`src/hdl/bdqs_pkg.sv`:
```
// Package for the bounded deque with search.
// Request codes, result status codes, FSM states and default sizes.
// No dependencies.
`default_nettype none

package bdqs_pkg;

  localparam int DEPTH_DEF       = 16;
  localparam int VALUE_WIDTH_DEF = 32;

  localparam int FUNC_W   = 4;
  localparam int DATA_W   = 32;
  localparam int STATUS_W = 2;
  localparam int OCC_W    = 5;

  typedef enum logic [FUNC_W-1:0] {
    FN_ADD_FRONT = 4'd0,
    FN_ADD_BACK  = 4'd1,
    FN_RM_FRONT  = 4'd2,
    FN_RM_BACK   = 4'd3,
    FN_PEEK_FRNT = 4'd4,
    FN_PEEK_BACK = 4'd5,
    FN_RM_MATCH  = 4'd6,
    FN_FIND      = 4'd7,
    FN_DUMP      = 4'd8
  } func_e;

  typedef enum logic [STATUS_W-1:0] {
    STS_OK    = 2'd0,
    STS_EMPTY = 2'd1,
    STS_FULL  = 2'd2,
    STS_MISS  = 2'd3
  } status_e;

  typedef enum logic [2:0] {
    S_IDLE,
    S_EXEC,
    S_END_RD,
    S_SCAN,
    S_SHIFT,
    S_DUMP_RD,
    S_DUMP_OUT,
    S_RESP
  } state_e;

endpackage

`default_nettype wire

```
`src/hdl/bounded_deque_with_search.sv`:
```
// Bounded double-ended queue with search, top level.
// Entries live in one synchronous memory with a registered read port; uses bdqs_pkg.
// Find scans from the front to the first match; remove-match scans the same way and,
// on a hit, moves each entry behind the match one place toward the front.
// Dump returns one beat per entry from the front, last_o set on the final beat.
// One request at a time; the next is taken once the controller is back in idle, even
// while the last result waits in the output register. Reset: count, front pointer,
// controller and output valid cleared.
`default_nettype none

module bounded_deque_with_search #(
  parameter int DEPTH       = bdqs_pkg::DEPTH_DEF,
  parameter int VALUE_WIDTH = bdqs_pkg::VALUE_WIDTH_DEF
) (
  input  wire logic                          clk_i,
  input  wire logic                          rst_ni,
  input  wire logic                          in_valid_i,
  output logic                               in_ready_o,
  input  wire logic [bdqs_pkg::FUNC_W-1:0]   func_i,
  input  wire logic [bdqs_pkg::DATA_W-1:0]   value_i,
  output logic                               out_valid_o,
  input  wire logic                          out_ready_i,
  output logic [bdqs_pkg::DATA_W-1:0]        data_o,
  output logic [bdqs_pkg::STATUS_W-1:0]      status_o,
  output logic [bdqs_pkg::OCC_W-1:0]         occupancy_o,
  output logic                               last_o
);

  localparam int AW    = $clog2(DEPTH);
  localparam int CW    = $clog2(DEPTH + 1);
  localparam int SW    = CW + 1;
  localparam int VW    = VALUE_WIDTH;
  localparam int DataW = bdqs_pkg::DATA_W;
  localparam int OccW  = bdqs_pkg::OCC_W;

  function automatic logic [AW-1:0] slot(input logic [AW-1:0] front,
                                         input logic [CW-1:0] pos);
    logic [SW-1:0] sum;
    sum = SW'(front) + SW'(pos);
    if (sum >= SW'(DEPTH)) begin
      sum = sum - SW'(DEPTH);
    end
    return AW'(sum);
  endfunction

  bdqs_pkg::state_e  state_q, state_d;
  bdqs_pkg::func_e   func_q, func_d;
  logic [VW-1:0]     key_q, key_d;
  logic [AW-1:0]     front_q, front_d;
  logic [CW-1:0]     count_q, count_d;
  logic [CW-1:0]     pos_q, pos_d;
  logic [CW-1:0]     cmp_pos_q, cmp_pos_d;
  logic              cmp_v_q, cmp_v_d;
  logic [CW-1:0]     wr_pos_q, wr_pos_d;
  logic              sh_v_q, sh_v_d;
  logic [VW-1:0]     res_data_q, res_data_d;
  bdqs_pkg::status_e res_status_q, res_status_d;

  logic                         out_valid_q, out_valid_d;
  logic [DataW-1:0]             data_q, data_d;
  logic [bdqs_pkg::STATUS_W-1:0] status_q, status_d;
  logic [OccW-1:0]              occ_q, occ_d;
  logic                         last_q, last_d;

  logic [VW-1:0] entries_q [DEPTH];
  logic [VW-1:0] rdata_q;
  logic          mem_we, mem_re;
  logic [AW-1:0] mem_waddr, mem_raddr;
  logic [VW-1:0] mem_wdata;

  logic out_free;
  logic in_acc;

  assign out_free   = !out_valid_q || out_ready_i;
  assign in_ready_o = (state_q == bdqs_pkg::S_IDLE);
  assign in_acc     = in_valid_i && in_ready_o;

  always_ff @(posedge clk_i) begin
    if (mem_we) begin
      entries_q[mem_waddr] <= mem_wdata;
    end
    if (mem_re) begin
      rdata_q <= entries_q[mem_raddr];
    end
  end

  always_comb begin
    state_d      = state_q;
    func_d       = func_q;
    key_d        = key_q;
    front_d      = front_q;
    count_d      = count_q;
    pos_d        = pos_q;
    cmp_pos_d    = cmp_pos_q;
    cmp_v_d      = cmp_v_q;
    wr_pos_d     = wr_pos_q;
    sh_v_d       = sh_v_q;
    res_data_d   = res_data_q;
    res_status_d = res_status_q;
    out_valid_d  = out_valid_q && !out_ready_i;
    data_d       = data_q;
    status_d     = status_q;
    occ_d        = occ_q;
    last_d       = last_q;
    mem_we       = 1'b0;
    mem_waddr    = front_q;
    mem_wdata    = key_q;
    mem_re       = 1'b0;
    mem_raddr    = front_q;

    case (state_q)
      bdqs_pkg::S_IDLE: begin
        if (in_acc) begin
          func_d  = bdqs_pkg::func_e'(func_i);
          key_d   = VW'(value_i);
          state_d = bdqs_pkg::S_EXEC;
        end
      end

      bdqs_pkg::S_EXEC: begin
        res_data_d   = '0;
        res_status_d = bdqs_pkg::STS_OK;
        state_d      = bdqs_pkg::S_RESP;
        case (func_q)
          bdqs_pkg::FN_ADD_FRONT, bdqs_pkg::FN_ADD_BACK: begin
            if (count_q == CW'(DEPTH)) begin
              res_status_d = bdqs_pkg::STS_FULL;
            end else begin
              mem_we  = 1'b1;
              count_d = count_q + CW'(1);
              if (func_q == bdqs_pkg::FN_ADD_FRONT) begin
                front_d   = (front_q == '0) ? AW'(DEPTH - 1) : front_q - AW'(1);
                mem_waddr = front_d;
              end else begin
                mem_waddr = slot(front_q, count_q);
              end
            end
          end
          bdqs_pkg::FN_RM_FRONT, bdqs_pkg::FN_RM_BACK,
          bdqs_pkg::FN_PEEK_FRNT, bdqs_pkg::FN_PEEK_BACK: begin
            if (count_q == '0) begin
              res_status_d = bdqs_pkg::STS_EMPTY;
            end else begin
              mem_re = 1'b1;
              if (func_q == bdqs_pkg::FN_RM_FRONT || func_q == bdqs_pkg::FN_PEEK_FRNT) begin
                mem_raddr = front_q;
              end else begin
                mem_raddr = slot(front_q, count_q - CW'(1));
              end
              state_d = bdqs_pkg::S_END_RD;
            end
          end
          bdqs_pkg::FN_RM_MATCH, bdqs_pkg::FN_FIND: begin
            if (count_q == '0) begin
              res_status_d = bdqs_pkg::STS_MISS;
            end else begin
              pos_d   = '0;
              cmp_v_d = 1'b0;
              state_d = bdqs_pkg::S_SCAN;
            end
          end
          bdqs_pkg::FN_DUMP: begin
            if (count_q == '0) begin
              res_status_d = bdqs_pkg::STS_EMPTY;
            end else begin
              pos_d   = '0;
              state_d = bdqs_pkg::S_DUMP_RD;
            end
          end
          default: begin
          end
        endcase
      end

      bdqs_pkg::S_END_RD: begin
        res_data_d = rdata_q;
        if (func_q == bdqs_pkg::FN_RM_FRONT) begin
          front_d = (front_q == AW'(DEPTH - 1)) ? '0 : front_q + AW'(1);
          count_d = count_q - CW'(1);
        end else if (func_q == bdqs_pkg::FN_RM_BACK) begin
          count_d = count_q - CW'(1);
        end
        state_d = bdqs_pkg::S_RESP;
      end

      bdqs_pkg::S_SCAN: begin
        // read issue and compare are one entry apart
        if (pos_q < count_q) begin
          mem_re    = 1'b1;
          mem_raddr = slot(front_q, pos_q);
          pos_d     = pos_q + CW'(1);
          cmp_pos_d = pos_q;
          cmp_v_d   = 1'b1;
        end else begin
          cmp_v_d = 1'b0;
        end
        if (cmp_v_q && rdata_q == key_q) begin
          res_data_d = rdata_q;
          cmp_v_d    = 1'b0;
          if (func_q == bdqs_pkg::FN_FIND) begin
            state_d = bdqs_pkg::S_RESP;
          end else begin
            pos_d    = cmp_pos_q + CW'(1);
            wr_pos_d = cmp_pos_q;
            sh_v_d   = 1'b0;
            state_d  = bdqs_pkg::S_SHIFT;
          end
        end else if (cmp_v_q && cmp_pos_q == count_q - CW'(1)) begin
          res_data_d   = '0;
          res_status_d = bdqs_pkg::STS_MISS;
          state_d      = bdqs_pkg::S_RESP;
        end
      end

      bdqs_pkg::S_SHIFT: begin
        // entry at pos moves to pos - 1, one per cycle
        if (sh_v_q) begin
          mem_we    = 1'b1;
          mem_waddr = slot(front_q, wr_pos_q);
          mem_wdata = rdata_q;
          wr_pos_d  = wr_pos_q + CW'(1);
        end
        if (pos_q < count_q) begin
          mem_re    = 1'b1;
          mem_raddr = slot(front_q, pos_q);
          pos_d     = pos_q + CW'(1);
          sh_v_d    = 1'b1;
        end else begin
          sh_v_d  = 1'b0;
          count_d = count_q - CW'(1);
          state_d = bdqs_pkg::S_RESP;
        end
      end

      bdqs_pkg::S_DUMP_RD: begin
        mem_re    = 1'b1;
        mem_raddr = slot(front_q, pos_q);
        state_d   = bdqs_pkg::S_DUMP_OUT;
      end

      bdqs_pkg::S_DUMP_OUT: begin
        if (out_free) begin
          out_valid_d = 1'b1;
          data_d      = DataW'(rdata_q);
          status_d    = bdqs_pkg::STS_OK;
          occ_d       = OccW'(count_q);
          last_d      = (pos_q == count_q - CW'(1));
          pos_d       = pos_q + CW'(1);
          state_d     = last_d ? bdqs_pkg::S_IDLE : bdqs_pkg::S_DUMP_RD;
        end
      end

      bdqs_pkg::S_RESP: begin
        if (out_free) begin
          out_valid_d = 1'b1;
          data_d      = DataW'(res_data_q);
          status_d    = res_status_q;
          occ_d       = OccW'(count_q);
          last_d      = 1'b1;
          state_d     = bdqs_pkg::S_IDLE;
        end
      end

      default: begin
        state_d = bdqs_pkg::S_IDLE;
      end
    endcase
  end

  always_ff @(posedge clk_i or negedge rst_ni) begin
    if (!rst_ni) begin
      state_q     <= bdqs_pkg::S_IDLE;
      front_q     <= '0;
      count_q     <= '0;
      cmp_v_q     <= 1'b0;
      sh_v_q      <= 1'b0;
      out_valid_q <= 1'b0;
    end else begin
      state_q     <= state_d;
      front_q     <= front_d;
      count_q     <= count_d;
      cmp_v_q     <= cmp_v_d;
      sh_v_q      <= sh_v_d;
      out_valid_q <= out_valid_d;
    end
  end

  always_ff @(posedge clk_i) begin
    func_q       <= func_d;
    key_q        <= key_d;
    pos_q        <= pos_d;
    cmp_pos_q    <= cmp_pos_d;
    wr_pos_q     <= wr_pos_d;
    res_data_q   <= res_data_d;
    res_status_q <= res_status_d;
    data_q       <= data_d;
    status_q     <= status_d;
    occ_q        <= occ_d;
    last_q       <= last_d;
  end

  assign out_valid_o = out_valid_q;
  assign data_o      = data_q;
  assign status_o    = status_q;
  assign occupancy_o = occ_q;
  assign last_o      = last_q;

endmodule

`default_nettype wire

```
`config.mk`:
```
export PLATFORM = sky130hd
export DESIGN_NAME = bounded_deque_with_search
export DESIGN_NICKNAME = d
export VERILOG_FILES = /design/src/hdl/bdqs_pkg.sv /design/src/hdl/bounded_deque_with_search.sv
export SDC_FILE = /design/constraint.sdc
export NUM_CORES = 1
export LEC_CHECK = 0
export ABC_AREA = 1
export BUFFER_PORTS_ARGS = -buffer_cell sky130_fd_sc_hd__buf_2
export CORE_MARGIN = 5
export CORE_UTILIZATION = 55
export DETAILED_ROUTE_END_ITERATION = 12
export PLACE_DENSITY = 0.7
export SLEW_MARGIN = 20
export SYNTH_ARGS = -nofsm -noshare
export SYNTH_HDL_FRONTEND = slang
export SYNTH_SLANG_ARGS = --single-unit
```
`constraint.sdc`:
```
create_clock -name clk_i -period 4.1 [get_ports clk_i]
set_input_delay 0.615 -clock clk_i [delete_from_list [all_inputs] [get_ports clk_i]]
set_output_delay 0.615 -clock clk_i [all_outputs]
set_load 0.01 [all_outputs]
```
==> results.py, run 1 <==
metrics = {
    "detailed_routing": {
        "avgViaCountPerCell": 5.69,
        "detail_route.iter0.violations": 2329,
        "ant_nets": 0,
        "firstDrtPassIters": 5,
        "vias": 22100,
        "wl_mm": 79.0,
        "routedWlPerCell_um": 20.3,
        "drc_errors": 0,
    },
    "clock_tree": {
        "numCtsBuffers": 70,
        "clk_path_buf_depth": 3,
        "clock_sinks": 683,
        "clkSlewWorstSetupHoldPaths_ps": 60,
        "cts_tree": "built",
        "htreeDepth": 3,
        "clock-root-buffer": "clkbuf_16",
        "post_cts_buffers": 0,
        "clkLatencyLatePin_ps": 610,
    },
    "finish": {
        "drive_gt1_frac": 0.0996,
        "fin_nets": 3153,
        "multi_input_area_um2": 8510,
        "num-fill-cells": 4296,
        "area_growth_pct": 12.6,
        "register_area_um2": 20400,
        "antenna_cells": 0,
    },
    "sta": {
        "fin_skew_ps": 18.1,
        "fin_crit_sh": 0.858,
        "period_needed_ps": 3520,
        "hold_slack_ps": 183,
        "fin_ws_ps": 581,
        "worst_pin_slew_ps": 1060,
        "grt_setup_unrepaired": "false",
        "slew_headroom": 0.291,
        "fmax_mhz": 284,
        "tns_ps": 0,
        "setup_viol": 0,
        "finalHoldViolCount": 0,
        "maxSlewViolCount": 0,
    },
    "critical_path": {
        "crit_type": "reg -> reg",
        "worst_ep_arrival_time_ps": 3860,
        "path_cells": "inv_1, ha_1, nand2_1, nand2_1, nand2_1, nand3_1, nand2_1, nand3_2, nand2_8, nand2_4, buf_12, nand2_1, nand2_1, nand2_1, nand3_1, nand3_1, nand2_1",
        "critPathMaxFanout": 47,
        "crit_buf_inv": 2,
        "slowest_stage": "dfrtp_1",
        "r2r_slack_ps": 580,
        "start_kind": "flip-flop",
        "critPathTopFamily": "simple AND/OR/NAND/NOR gates",
        "cp.required_ps": 4450,
        "slowest_delay_ps": 470,
        "crit_path_end_kind": "flip-flop",
        "worst_path_most_repeated_cell": "nand2_1",
    },
    "global_route": {
        "grt_overflow": 0,
        "grt_max_degree": 129,
        "antenna_found_initial": 1,
        "grt_pass1_wl_mm": 123,
        "grtUsageTotal": 0.259,
        "grt_pass1_vias": 21300,
    },
    "power": {
        "p_per_area_nw_per_um2": 880,
        "peakVddDrop_mv": 0.957,
        "power_leakage_uw": 0.0144,
    },
    "placement": {
        "dpl.hpwl_mm": 46.4,
        "preCtsSetupSlack_ps": 644,
        "port_buffers": 81,
        "place_congestion": 0.934,
    },
    "logic_synthesis": {
        "synth_cell_types": 40,
        "syn_area_per_cell_um2": 10.3,
        "synth.net_count": 3065,
        "async_flop_share": 0.0220,
        "netlist_area_um2": 31000,
        "synthCells": 2995,
        "yosysWarnings": 0,
        "ys_ff_latch": 683,
        "seq_area_frac_synth": 0.660,
        "synth_edf_count": 668,
        "synthFlopType": "edfxtp_1",
    },
    "die": {
        "start_util": 0.552,
        "coreArea_um2": 56100,
        "rows": 87,
        "die_h_um": 247,
        "io_pins": 82,
        "die_x_um": 247,
        "die-area_um2": 61100,
    },
    "run": {
        "cap_violations": 0,
    },
    "hold_path": {
        "min_path_type": "in -> reg",
    },
    "outcome": {
        "status": "finished, final reports clean",
    },
}
==> sequential cells by signal, summed over array words and instances, names as in the netlist, 5 cells and up <==
signal and flops:
cmp_pos_q 5, res_data_q 32, entries_q 512, data_o 32, occupancy_o 5, key_q 32, rdata_q 32, count_q 5
pos_q 5
==> cell usage in the layout, fill, tap and decap left out, drive strengths merged <==
master	Yosys	routed
fa	4	4
a211oi	3	3
o21bai	1	1
o2111ai	2	2
and2	1	1
o211ai	1	1
a21oi	57	57
buf	127	170
a31oi	1	1
o22ai	4	4
a32oi	1	1
nand2	746	746
ha	26	26
o221ai	2	2
xor2	25	25
inv	379	381
nand3	625	625
clkinvlp	0	1
bufinv	0	5
o31ai	1	1
nand4	8	8
edfxtp	668	668
a221o	1	1
dlygate4sd3	0	1
o21ai	81	81
nand3b	4	4
clkbuf	28	88
a2111oi	1	1
clkinv	0	26
nor3	13	13
nor4	2	2
nor2	147	147
dfrtp	15	15
xnor2	12	12
or2	9	9
==> through the flow <==
stage	util	cells	instance area, µm²	total power [µW]
final	0.622	3889	34900	30700
after global routing	0.622	3889	34900	32700
after CTS	0.622	3889	34900	30600
after detailed placement	0.582	3766	32600	24200
after global placement	0.582	3766	32600	23900
after floorplan	-	2995	31000	20000
==> timing repair <==
| item | in CTS | in global routing |
|---|---|---|
| hold buffers | 1 | 0 |
| gates resized for setup | 0 | 0 |
| hold endpoints to repair | 15 | 0 |
==> synth_stat cells (24+ instances only) <==
library cell	instances	area, µm²
buf_2	99	495
buf_4	24	180
nor2_1	145	544
edfxtp_1	668	20100
ha_1	26	325
nand2_1	743	2790
o21ai_0	81	405
inv_1	378	1420
xor2_1	25	219
nand3_1	623	3120
a21oi_1	55	275
clkbuf_1	28	105
==> power by group <==
group | switching, µW | internal [µW] | total [µW]
Sequential | 549 | 9160 | 9710
Combinational | 10300 | 4440 | 14700
Clock | 2660 | 3590 | 6250
==> kinds of logic (layout without fill, tap and decap cells) <==
kind of cell	count (synthesis)	in the layout	share of synthesized area
compound gates	156	156	0.0273
flops	683	683	0.660
simple gates	1555	1555	0.217
buf+inv	534	672	0.0721
fa+ha+maj	30	30	0.0131
xor+xnor	37	37	0.0105
==> final cells by class <==
| type | count | share of cell area |
|---|---|---|
| timing repair buffer | 171 | 0.0379 |
| multi-input combinational | 1778 | 0.244 |
| sequential | 683 | 0.586 |
| clock buffer | 88 | 0.0540 |
| tap | 756 | 0.0271 |
| inverter | 379 | 0.0408 |
| clock inverter | 34 | 0.0100 |
==> layer usage <==
metal  vias up  GRT usage  share of wire
met2      1206      0.400           0.45
met1     10500      0.377           0.41
met4         0     0.0756          0.023
li1      10300          -              -
met5         -          0              0
met3       125     0.0522           0.11
==> worst paths after layout <==
kind                                              from                      to  cells after the start
max in group asynchronous                       rst_ni  front_q[0]$_DFFE_PN0P_                      2
worst max register to register  count_q[2]$_DFFE_PN0P_   rdata_q[27]$_DFFE_PP_                     17
worst min register to register      sh_v_q$_DFFE_PN0P_      sh_v_q$_DFFE_PN0P_                      2
worst min-delay path                        value_i[6]      key_q[6]$_DFFE_PP_                      1
worst max-delay path            count_q[2]$_DFFE_PN0P_   rdata_q[27]$_DFFE_PP_                     17
min in group asynchronous                       rst_ni  count_q[4]$_DFFE_PN0P_                      2
Power figures use the tool's default switching activity.
==> run 2: changes to the inputs <==
- ABC_AREA: 1 -> not set
- CELL_PAD_IN_SITES_DETAIL_PLACEMENT: not set -> 1
- CELL_PAD_IN_SITES_GLOBAL_PLACEMENT: not set -> 1
- CORE_UTILIZATION: 55 -> 53
- PLACE_DENSITY: 0.7 -> 0.78
==> results.py, run 2 <==
metrics = {
    "logic_synthesis": {
        "async_flop_share": 0.0220,
        "synth_edf_count": 668,
        "synthFlopType": "edfxtp_1",
        "syn_area_per_cell_um2": 14.9,
        "synth.net_count": 1987,
        "synthTopCellsByCount": "668 x edfxtp_1, 328 x nand2_1, 129 x mux2i_1",
        "synth_cell_types": 69,
        "synth_most_common_cell": "edfxtp_1",
        "yosysTopAreaCellShare": 0.701,
        "netlist_area_um2": 28600,
        "synthCells": 1917,
        "synth_top_cell_by_area": "edfxtp_1",
        "synth_area_leaders": "edfxtp_1 70%, mux2i_1 4.5%, nand2_1 4.3%",
        "yosysWarnings": 0,
        "ys_ff_latch": 683,
        "seq_area_frac_synth": 0.714,
    },
    "detailed_routing": {
        "wl_mm": 80.5,
        "ant_nets": 0,
        "firstDrtPassIters": 5,
        "route.met3.wl_mm": 6.38,
        "detail_route.iter0.violations": 1589,
        "avgViaCountPerCell": 6.21,
        "routedWlPerCell_um": 28.6,
        "wl_met2_mm": 39.6,
        "vias": 17500,
        "drc_errors": 0,
        "top_layer_used": "met4",
        "wl_met1_mm": 31.8,
    },
    "run": {
        "cap_violations": 0,
    },
    "finish": {
        "final_cell_mix": "668 x edfxtp_1, 328 x nand2_1, 129 x mux2i_1",
        "area_growth_pct": 14.8,
        "register_area_um2": 20400,
        "max_flop_register": "entries_q",
        "fin_nets": 2128,
        "largest_reg_flops": 512,
        "instances_no_fill": 2813,
        "multi_input_area_um2": 7740,
        "final_common_cell": "edfxtp_1",
        "drive_gt1_frac": 0.190,
        "num-fill-cells": 4897,
    },
    "sta": {
        "fin_skew_ps": 14.5,
        "worst_pin_slew_ps": 1070,
        "fin_ws_ps": 260,
        "finalHoldViolCount": 0,
        "setup_viol": 0,
        "grt_setup_unrepaired": "false",
        "maxSlewViolCount": 0,
        "period_needed_ps": 3840,
        "tns_ps": 0,
        "fmax_mhz": 260,
        "slew_headroom": 0.287,
        "hold_slack_ps": 182,
        "fin_crit_sh": 0.937,
    },
    "die": {
        "io_pins": 82,
        "die_x_um": 242,
        "rows": 85,
        "coreArea_um2": 53700,
        "start_util": 0.533,
        "die-area_um2": 58800,
        "die_h_um": 242,
    },
    "global_route": {
        "grt_pass1_wl_mm": 119,
        "grtUsageTotal": 0.269,
        "grt_overflow": 0,
        "antenna_found_initial": 2,
        "grt_max_degree": 99,
        "grt_pass1_vias": 18700,
    },
    "placement": {
        "dpl.hpwl_mm": 48.8,
        "port_buffers": 81,
        "place_congestion": 0.856,
        "preCtsSetupSlack_ps": 346,
        "placed_cells": 2679,
    },
    "critical_path": {
        "cp.required_ps": 4450,
        "slowest_stage": "edfxtp_1",
        "critPathMaxFanout": 98,
        "crit_path_end_kind": "flip-flop",
        "slowest_delay_ps": 550,
        "crit_type": "reg -> reg",
        "start_kind": "flip-flop",
        "path_cells": "ha_1, a21o_1, a21oi_1, a22oi_1, or3_1, nand3_4, buf_12, mux2i_1, mux2_2, o22ai_1, a221o_1",
        "worst_ep_arrival_time_ps": 4190,
    },
    "clock_tree": {
        "clock_sinks": 683,
        "htreeDepth": 3,
        "clk_path_buf_depth": 3,
        "clock-root-buffer": "clkbuf_16",
        "post_cts_buffers": 0,
        "numCtsBuffers": 72,
        "clkSlewWorstSetupHoldPaths_ps": 60,
        "clkLatencyLatePin_ps": 600,
        "cts_tree": "built",
    },
    "power": {
        "peakVddDrop_mv": 1.05,
        "power_leakage_uw": 0.0114,
        "p_per_area_nw_per_um2": 889,
    },
    "hold_path": {
        "min_path_type": "in -> reg",
    },
    "outcome": {
        "status": "finished, final reports clean",
    },
}
## run 2: area by class of cell
cell class,instances,share of cell area
Timing Repair Buffer,172,0.0435
Antenna cell,1,0.0000761
Multi-Input combinational cell,1102,0.235
Sequential cell,683,0.621
Clock buffer,94,0.0605
Inverter,27,0.00308
Tap cell,696,0.0265
Clock inverter,38,0.00951
## run 2: what timing repair did
action,4_1_cts,5_1_grt
endpoints found under the hold margin,15,0
gates resized for setup,0,0
hold buffers,1,0
## run 2: per-stage QoR
step | util | power, µW | area (µm²)
after CTS | 0.612 | 29200 | 32900
final | 0.612 | 29200 | 32900
after floorplan | - | 18500 | 28600
after detailed placement | 0.569 | 22600 | 30600
after global placement | 0.569 | 22000 | 30600
after global routing | 0.612 | 30500 | 32900
## run 2: power by group
part / switching (µW) / total (µW) / internal (µW)
clock: 2680 / 6410 / 3740
sequential: 798 / 9990 / 9190
combinational: 7740 / 12800 / 5100
total: 11200 / 29200 / 18000
## run 2: final timing paths
kind | start | to | slack, ps | cells after the start
worst min register to register | res_data_q[18]$_DFFE_PP_ | data_o[18]$_DFFE_PP_ | 550 | 1
max in group asynchronous | rst_ni | count_q[3]$_DFFE_PN0P_ | 3250 | 2
min in group asynchronous | rst_ni | state_q[1]$_DFFE_PN0P_ | 520 | 2
worst min-delay path | value_i[8] | key_q[8]$_DFFE_PP_ | 180 | 1
worst max register to register | pos_q[3]$_DFFE_PP_ | rdata_q[7]$_DFFE_PP_ | 260 | 11
worst max-delay path | pos_q[3]$_DFFE_PP_ | rdata_q[7]$_DFFE_PP_ | 260 | 11
## run 2: worst max-delay path, delay by kind of cell, from the launching register on
kind,cells,cell delay [ps]
AOI/OAI and AO/OA,5,940
and+or+nand+nor,2,570
buffers and inverters,1,380
DFF,1,550
muxes,2,590
adders and majority gates,1,370
## run 2: metal layers
metal | GRT usage | vias up
met5 | 0 | -
met4 | 0.0930 | 0
met3 | 0.0543 | 168
met2 | 0.452 | 748
met1 | 0.352 | 8963
li1 | - | 7589
## run 2: cells by family (layout without fill, tap and decap cells)
kind of cell | Yosys count | in the layout | share of synthesized area
other cells | 0 | 1 | 0
compound gates | 291 | 291 | 0.0717
simple gates | 488 | 488 | 0.0740
xor+xnor | 68 | 68 | 0.0211
mux | 225 | 225 | 0.0828
buf+inv | 132 | 331 | 0.0226
flops | 683 | 683 | 0.714
fa+ha+maj | 30 | 30 | 0.0142
